## config.mk

```make
export PLATFORM = sky130hd
export DESIGN_NAME = rrrs_div
export DESIGN_NICKNAME = d
export VERILOG_FILES = /design/src/rrrs_pkg.sv /design/src/rrrs_div.sv
export SDC_FILE = /design/constraint.sdc
export NUM_CORES = 1
export LEC_CHECK = 0
export ABC_AREA = 1
export BUFFER_PORTS_ARGS = -buffer_cell sky130_fd_sc_hd__buf_2
export CORE_MARGIN = 3
export CORE_UTILIZATION = 48
export CTS_BUF_LIST = sky130_fd_sc_hd__clkbuf_4
export CTS_CLUSTER_SIZE = 40
export DETAILED_ROUTE_END_ITERATION = 16
export GPL_TIMING_DRIVEN = 0
export PLACE_DENSITY = 0.71
export SLEW_MARGIN = 20
export SYNTH_ARGS = -nofsm -noshare
export SYNTH_HDL_FRONTEND = slang
export SYNTH_SLANG_ARGS = --single-unit
export TNS_END_PERCENT = 100
```

## constraint.sdc

```tcl
create_clock -name clk -period 7.07 [get_ports clk]
set_input_delay 0.3535 -clock clk [delete_from_list [all_inputs] [get_ports clk]]
set_output_delay 0.3535 -clock clk [all_outputs]
set_load 0.02 [all_outputs]
```

## src/rrrs_pkg.sv

```systemverilog
// Shared types and constants for the replica round-robin rank/slot unit.
`default_nettype none
package rrrs_pkg;

  localparam int TURN_W     = 32;
  localparam int DIV_DW     = 32;
  localparam int DIV_VW     = 11;
  localparam int DIV_RADIX  = 4;
  localparam int DIV_CW     = $clog2(DIV_DW / DIV_RADIX + 1);

  localparam int CFG_IDX_W  = 2;
  localparam int CFG_DATA_W = 11;

  localparam logic [CFG_IDX_W-1:0] CFG_LOGICAL_COUNT    = 2'd0;
  localparam logic [CFG_IDX_W-1:0] CFG_EXPERTS_PER_RANK = 2'd1;

  localparam logic [8:0]  LOGICAL_COUNT_RST    = 9'd256;
  localparam logic [10:0] EXPERTS_PER_RANK_RST = 11'd1;

  localparam logic [1:0] REQ_MAP_LOAD   = 2'd0;
  localparam logic [1:0] REQ_COUNT_LOAD = 2'd1;
  localparam logic [1:0] REQ_REMAP      = 2'd2;
  localparam logic [1:0] REQ_UNUSED     = 2'd3;

  localparam logic [1:0] STAT_OK      = 2'd0;
  localparam logic [1:0] STAT_BAD_ID  = 2'd1;
  localparam logic [1:0] STAT_NO_COPY = 2'd2;

  typedef struct packed {
    logic [1:0]         req_type;
    logic signed [15:0] logical_id;
    logic [2:0]         copy_index;
    logic [9:0]         physical_id;
    logic [3:0]         copy_total;
  } in_beat_t;

  typedef struct packed {
    logic [9:0] dest_rank;
    logic [9:0] slot_in_rank;
    logic [1:0] status;
  } out_beat_t;

  typedef struct packed {
    logic              start;
    logic [DIV_DW-1:0] dividend;
    logic [DIV_VW-1:0] divisor;
    logic [DIV_CW-1:0] steps;
  } div_req_t;

  typedef struct packed {
    logic              done;
    logic [DIV_DW-1:0] quotient;
    logic [DIV_VW-1:0] remainder;
  } div_rsp_t;

  typedef enum logic [2:0] {
    S_IDLE,
    S_LOOK,
    S_READ,
    S_MOD,
    S_MAP,
    S_DIV,
    S_DONE
  } state_t;

endpackage
`default_nettype wire

```

## src/rrrs_div.sv

```systemverilog
// Shared restoring divider, DIV_RADIX quotient bits per cycle.
`default_nettype none
module rrrs_div import rrrs_pkg::*; (
  input  wire logic     clk,
  input  wire logic     rst_n,
  input  wire div_req_t req,
  output div_rsp_t      rsp
);

  logic              busy_r, busy_nxt;
  logic              done_r, done_nxt;
  logic [DIV_CW-1:0] cnt_r, cnt_nxt;
  logic [DIV_DW-1:0] dvd_r, dvd_nxt;
  logic [DIV_VW-1:0] rem_r, rem_nxt;
  logic [DIV_VW-1:0] dsr_r, dsr_nxt;
  logic [DIV_DW-1:0] dvd_step;
  logic [DIV_VW-1:0] rem_step;

  always_comb begin
    logic [DIV_VW:0]   t;
    logic [DIV_VW-1:0] r;
    logic [DIV_DW-1:0] d;
    r = rem_r;
    d = dvd_r;
    for (int i = 0; i < DIV_RADIX; i++) begin
      t = {r, d[DIV_DW-1]};
      d = {d[DIV_DW-2:0], 1'b0};
      if (t >= {1'b0, dsr_r}) begin
        t    = t - {1'b0, dsr_r};
        d[0] = 1'b1;
      end
      r = t[DIV_VW-1:0];
    end
    dvd_step = d;
    rem_step = r;
  end

  always_comb begin
    busy_nxt = busy_r;
    done_nxt = 1'b0;
    cnt_nxt  = cnt_r;
    dvd_nxt  = dvd_r;
    rem_nxt  = rem_r;
    dsr_nxt  = dsr_r;
    if (req.start) begin
      busy_nxt = 1'b1;
      cnt_nxt  = req.steps;
      dvd_nxt  = req.dividend;
      rem_nxt  = '0;
      dsr_nxt  = req.divisor;
    end else if (busy_r) begin
      cnt_nxt = cnt_r - 1'b1;
      dvd_nxt = dvd_step;
      rem_nxt = rem_step;
      if (cnt_r == DIV_CW'(1)) begin
        busy_nxt = 1'b0;
        done_nxt = 1'b1;
      end
    end
  end

  always_ff @(posedge clk) begin
    if (!rst_n) begin
      busy_r <= 1'b0;
      done_r <= 1'b0;
      cnt_r  <= '0;
    end else begin
      busy_r <= busy_nxt;
      done_r <= done_nxt;
      cnt_r  <= cnt_nxt;
    end
    dvd_r <= dvd_nxt;
    rem_r <= rem_nxt;
    dsr_r <= dsr_nxt;
  end

  assign rsp.done      = done_r;
  assign rsp.quotient  = dvd_r;
  assign rsp.remainder = rem_r;

endmodule
`default_nettype wire

```

==> results.cfg, run 1 <==
[outcome]
status = completed

[place]
portBuffers = 93
placed_area_um2 = 6270
pre_cts_ws_ns = -0.460
globalplace.congestion = 0.937
dp_hpwl_um = 12000

[die]
ios = 94
num_rows = 38
dieWidth_um = 114
die_area_um2 = 13100
fp.dieH_um = 114
start_util_pct = 50.6
core_um2 = 11100

[timing]
drv_slew = 0
slew_headroom_pct = 51.8
period_share_pct = 96.0
setup_ws_ns = 0.286
period_minus_slack_ns = 6.78
skew_ns = 0.0227
setup_viol = 0
worst_pin_slew_ns = 0.721
hold_ws_ns = 0.116
hold_viol = 0
fin_setup_tns_ns = 0
fmax_mhz = 147

[global_routing]
grt_pass1_vias = 4842
grt_max_degree = 36
grt_use_total_pct = 23.5
grt_pass1_wl_um = 24300
antenna_found_initial = 0
grt_overflow = 0

[drt]
drcViolationCount = 0
vias = 5433
drt-wirelength-per-cell_um = 15.1
drtIter0Drc = 545
drt_first_pass_iters = 5
viasPerCell = 5.25
drt-total-wl_um = 15600
ant_nets = 0

[final_layout]
drive_above_1_share_pct = 28.7
final_net_count = 989
antenna-diode-count = 0
layout_common_cells = nand2_1 (258), inv_1 (99), buf_2 (95)
fillers = 1092
final_cell_area_um2 = 6810
final_common_cell = nand2_1
area_delta_synth_final_pct = 20.9

[clock_tree]
clk_pin_slew_ns = 0.10
cts_tree = done
clk_path_buf_depth = 2
cts_max_level = 3
clkLatencyLatePin_ns = 0.42
clock_sinks = 60
cts_root_buffer = clkbuf_4
numCtsBuffers = 9

[synth]
synthCells = 773
synth_area_leaders = edfxtp_1 (23%), nand2_1 (18%), ha_1 (10%), inv_1 (7.3%), dfxtp_1 (6.0%)
synth_top_family_by_area = simple AND/OR/NAND/NOR gates
syn_nets = 873
synth-seq-area-share_pct = 29.0
ys_warn_count = 0
syn_avg_cell_area_um2 = 7.29
synth_adder_area_share_pct = 11.6
ys_ff_latch = 60
synth_compound_area_share_pct = 6.73
yosys.area.top_type = edfxtp_1
synth_area_um2 = 5630
muxShareOfSynthArea_pct = 0
synth-simple-area-share_pct = 36.9
synth_xor_area_share_pct = 4.82
synth_top_cell_area_share_pct = 22.9
synth_cell_type_count = 44

[worst_setup_path]
crit_fanout = 10
critical_path.slowest_cell = edfxtp_1
end_kind = register
worstPathArrival_ns = 7.08
path_delay_family = simple AND/OR/NAND/NOR gates
setup.worst_path.class = register to register
timing.critical_path.mode_cell = nand2_1
cp.required_ns = 7.37
cp_slowest_stage_delay_ns = 0.51
cp_num_buf_inv = 7
start_kind = register

[run]
cap_violations = 0

[worst_hold_path]
hp-class = input port to register
==> per-layer routing <==
| metal | track usage (%) | part of all wire [%] |
|---|---|---|
| met2 | 37.3 | 46 |
| met1 | 33.4 | 46 |
| met3 | 4.44 | 7.1 |
| met5 | 0 | 0 |
| met4 | 5.30 | 1.7 |
==> cells in the mapped netlist (all sizes together) <==
cell type / instances
nand2: 290
inv: 117
nand3: 56
ha: 46
edfxtp: 43
nor2: 37
a21oi: 31
nand4: 30
xor2: 18
dfxtp: 17
o21ai: 16
buf: 15
xnor2: 13
clkbuf: 9
a31oi: 5
nand3b: 5
nor3: 5
fa: 4
o21bai: 4
o211ai: 3
a21boi: 2
clkinv: 2
nor4: 1
o2111ai: 1
o21a: 1
o221ai: 1
o31ai: 1
==> sequential cells by signal (all words and copies together), names as in the netlist <==
register,cells
cnt_r,4
rem_r,11
dsr_r,11
busy_r,1
done_r,1
dvd_r,32
==> worst register-to-register path, delay by kind of cell, from the launching register on <==
kind | cells | cell delay, ns
AO/OA/AOI/OAI | 8 | 1.33
adder cells (fa/ha/maj) | 5 | 1.62
buffers and inverters | 7 | 0.85
flip-flops | 1 | 0.51
XOR/XNOR | 1 | 0.30
AND/OR/NAND/NOR | 22 | 2.06
==> final cells by class <==
type | count | area, µm² | area share (%)
Clock buffer | 11 | 82.6 | 1.21
Tap cell | 140 | 175 | 2.57
Inverter | 119 | 458 | 6.73
Buffer | 24 | 193 | 2.83
Clock inverter | 5 | 76.3 | 1.12
Sequential cell | 60 | 1630 | 24.0
Multi-Input combinational cell | 570 | 3630 | 53.4
Timing Repair Buffer | 105 | 559 | 8.21
==> kinds of logic (layout without fill, tap and decap cells) <==
group                      after synthesis  in the layout
AOI/OAI and AO/OA                       65             65
xor gates and xnor gates                31             31
adders and majority gates               50             50
buffers and inverters                  143            264
DFF                                     60             60
and+or+nand+nor                        424            424
==> final timing paths <==
check	from	to	slack (ns)	depth (start not counted)
min reg2reg	cnt_r[3]$_SDFFE_PN0P_	cnt_r[3]$_SDFFE_PN0P_	0.50	2
max reg2reg	dsr_r[0]$_DFFE_PP_	rem_r[9]$_SDFFE_PP0P_	0.29	43
min	req[12]	dsr_r[8]$_DFFE_PP_	0.12	1
max	dsr_r[0]$_DFFE_PP_	rem_r[9]$_SDFFE_PP0P_	0.29	43
==> through the flow <==
step                      util [%]  cells
final                         61.2   1034
after global routing          61.2   1034
after CTS                     58.3   1026
after detailed placement      56.4   1006
after global placement        56.4   1006
after floorplan                  -    773
==> what timing repair did <==
action                                  in CTS  in global routing
cloned                                       0                  1
pin swaps                                    3                  8
hold buffers                                 0                  0
resized for setup                            5                 66
endpoints found under the setup margin      12                 12
buffers inserted                             4                  7
Power of run 1 is not shown: default switching activity piles up to over one toggle a cycle in this logic, so the estimate is an artifact.
==> run 2, diff against run 1 <==
--- a/config.mk
+++ b/config.mk
@@ -6,14 +6,14 @@
 export NUM_CORES = 1
 export LEC_CHECK = 0
 export ABC_AREA = 1
-export BUFFER_PORTS_ARGS = -buffer_cell sky130_fd_sc_hd__buf_2
 export CORE_MARGIN = 3
 export CORE_UTILIZATION = 48
 export CTS_BUF_LIST = sky130_fd_sc_hd__clkbuf_4
 export CTS_CLUSTER_SIZE = 40
 export DETAILED_ROUTE_END_ITERATION = 16
+export DONT_BUFFER_PORTS = 1
 export GPL_TIMING_DRIVEN = 0
-export PLACE_DENSITY = 0.71
+export PLACE_DENSITY = 0.64
 export SLEW_MARGIN = 20
 export SYNTH_ARGS = -nofsm -noshare
 export SYNTH_HDL_FRONTEND = slang
==> results.cfg, run 2 (synthesis gave the netlist of run 1 again) <==
[die]
fp.dieH_um = 114
dieWidth_um = 114
start_util_pct = 50.6
ios = 94
num_rows = 38
core_um2 = 11100
die_area_um2 = 13100

[timing]
drv_slew = 0
skew_ns = 0.0298
setup_viol = 0
hold_ws_ns = 0.0386
fin_setup_tns_ns = 0
worst_pin_slew_ns = 0.699
period_minus_slack_ns = 6.73
hold_viol = 0
fmax_mhz = 149
period_share_pct = 95.2
slew_headroom_pct = 53.4

[final_layout]
largest_registers = dvd_r: 32 flops, dsr_r: 11 flops, rem_r: 11 flops
area_delta_synth_final_pct = 16.3
final_cells = 959
layout_common_cells = nand2_1 (251), inv_1 (102), edfxtp_1 (43)
top_register = dvd_r
antenna-diode-count = 0
multi_input_area_um2 = 3700
final_common_cell = nand2_1
final_net_count = 914
drive_above_1_share_pct = 21.7
largest_reg_flops = 32
regArea_um2 = 1630
fillers = 1028

[global_routing]
grt_max_degree = 36
antenna_found_initial = 0
grt_pass1_vias = 4802
grt_pass1_wl_um = 23900
grt_overflow = 0
grt_use_total_pct = 23.4

[place]
portBuffers = 0
dp_cells = 913
dp_hpwl_um = 12000
globalplace.congestion = 0.934

[worst_setup_path]
worstPathArrival_ns = 6.88
start_kind = register
crit_fanout = 12
end_kind = register
cp.required_ns = 7.22
critical_path.slowest_cell = edfxtp_1
setup.worst_path.class = register to register
timing.critical_path.mode_cell = nand2_1
cp_slowest_stage_delay_ns = 0.59

[clock_tree]
clk_path_buf_depth = 2
clk_pin_slew_ns = 0.10
cts_tree = done
clock_sinks = 60
cts_max_level = 3
cts_root_buffer = clkbuf_4
clkLatencyLatePin_ns = 0.43
numCtsBuffers = 9

[drt]
drt-wirelength-per-cell_um = 16.3
drt_first_pass_iters = 5
drtIter0Drc = 383
ant_nets = 0
drt-total-wl_um = 15700
viasPerCell = 5.42
drcViolationCount = 0
vias = 5193

[run]
cap_violations = 0

[worst_hold_path]
hp-class = input port to register

[outcome]
status = completed
[run 2: cell count changes in the layout (fill, tap and decap cells not counted), sizes merged]
cell         delta
dlygate4sd3     +9
buf            -83
inv             -4
bufinv          -1
clkbuf          +1
clkinvlp        +3
[run 2: path summary, 6_finish.rpt]
| kind | from | slack, ns | cells past startpoint | endpoint |
|---|---|---|---|---|
| setup reg to reg | dvd_r[31]$_DFFE_PP_ | 0.34 | 48 | dvd_r[0]$_DFFE_PP_ |
| setup / recovery | dvd_r[31]$_DFFE_PP_ | 0.34 | 48 | dvd_r[0]$_DFFE_PP_ |
| hold / removal | req[14] | 0.04 | 0 | dsr_r[10]$_DFFE_PP_ |
| hold reg to reg | cnt_r[3]$_SDFFE_PN0P_ | 0.49 | 2 | cnt_r[3]$_SDFFE_PN0P_ |
[run 2: layout make-up]
class | instances | area share (%)
repair buffers | 31 | 3.95
well taps | 140 | 2.67
multi-input cells | 570 | 56.5
inverters | 119 | 7.10
clock inverters | 3 | 0.592
plain buffers | 23 | 2.75
flip-flops and latches | 60 | 24.9
clock buffers | 13 | 1.49
[run 2: through the flow]
| step | util [%] | setup WS [ns] | cell area [µm²] |
|---|---|---|---|
| after global placement | 52.2 | -0.500 | 5810 |
| after global routing | 58.9 | -0.0739 | 6550 |
| after floorplan | - | 0.532 | 5630 |
| final | 58.9 | 0.343 | 6550 |
| after CTS | 55.0 | 0.0503 | 6120 |
| after detailed placement | 52.2 | -0.539 | 5810 |
[run 2: timing repair]
action	in CTS	in global routing
pin swaps	3	14
endpoints found under the hold margin	10	2
setup endpoints to repair	12	12
gates cloned	1	0
setup buffers	4	17
resized for setup	19	52
hold buffers	7	2
[run 2: worst max-delay path: cells and delay by family, from the launching register on]
family	cells	cell delay (ns)
AOI/OAI and AO/OA	8	0.93
DFF	1	0.59
and+or+nand+nor	23	2.28
buffers and inverters	12	1.16
adders and majority gates	5	1.49
[run 2: per-layer routing]
layer	track usage (%)	wire length, µm	vias to the layer above
met5	0	0	-
met4	9.11	379	0
met3	5.39	1190	32
met2	37.2	7300	198
met1	30.8	6800	2380
li1	-	-	2583
Power of run 2 is left out for the same reason.
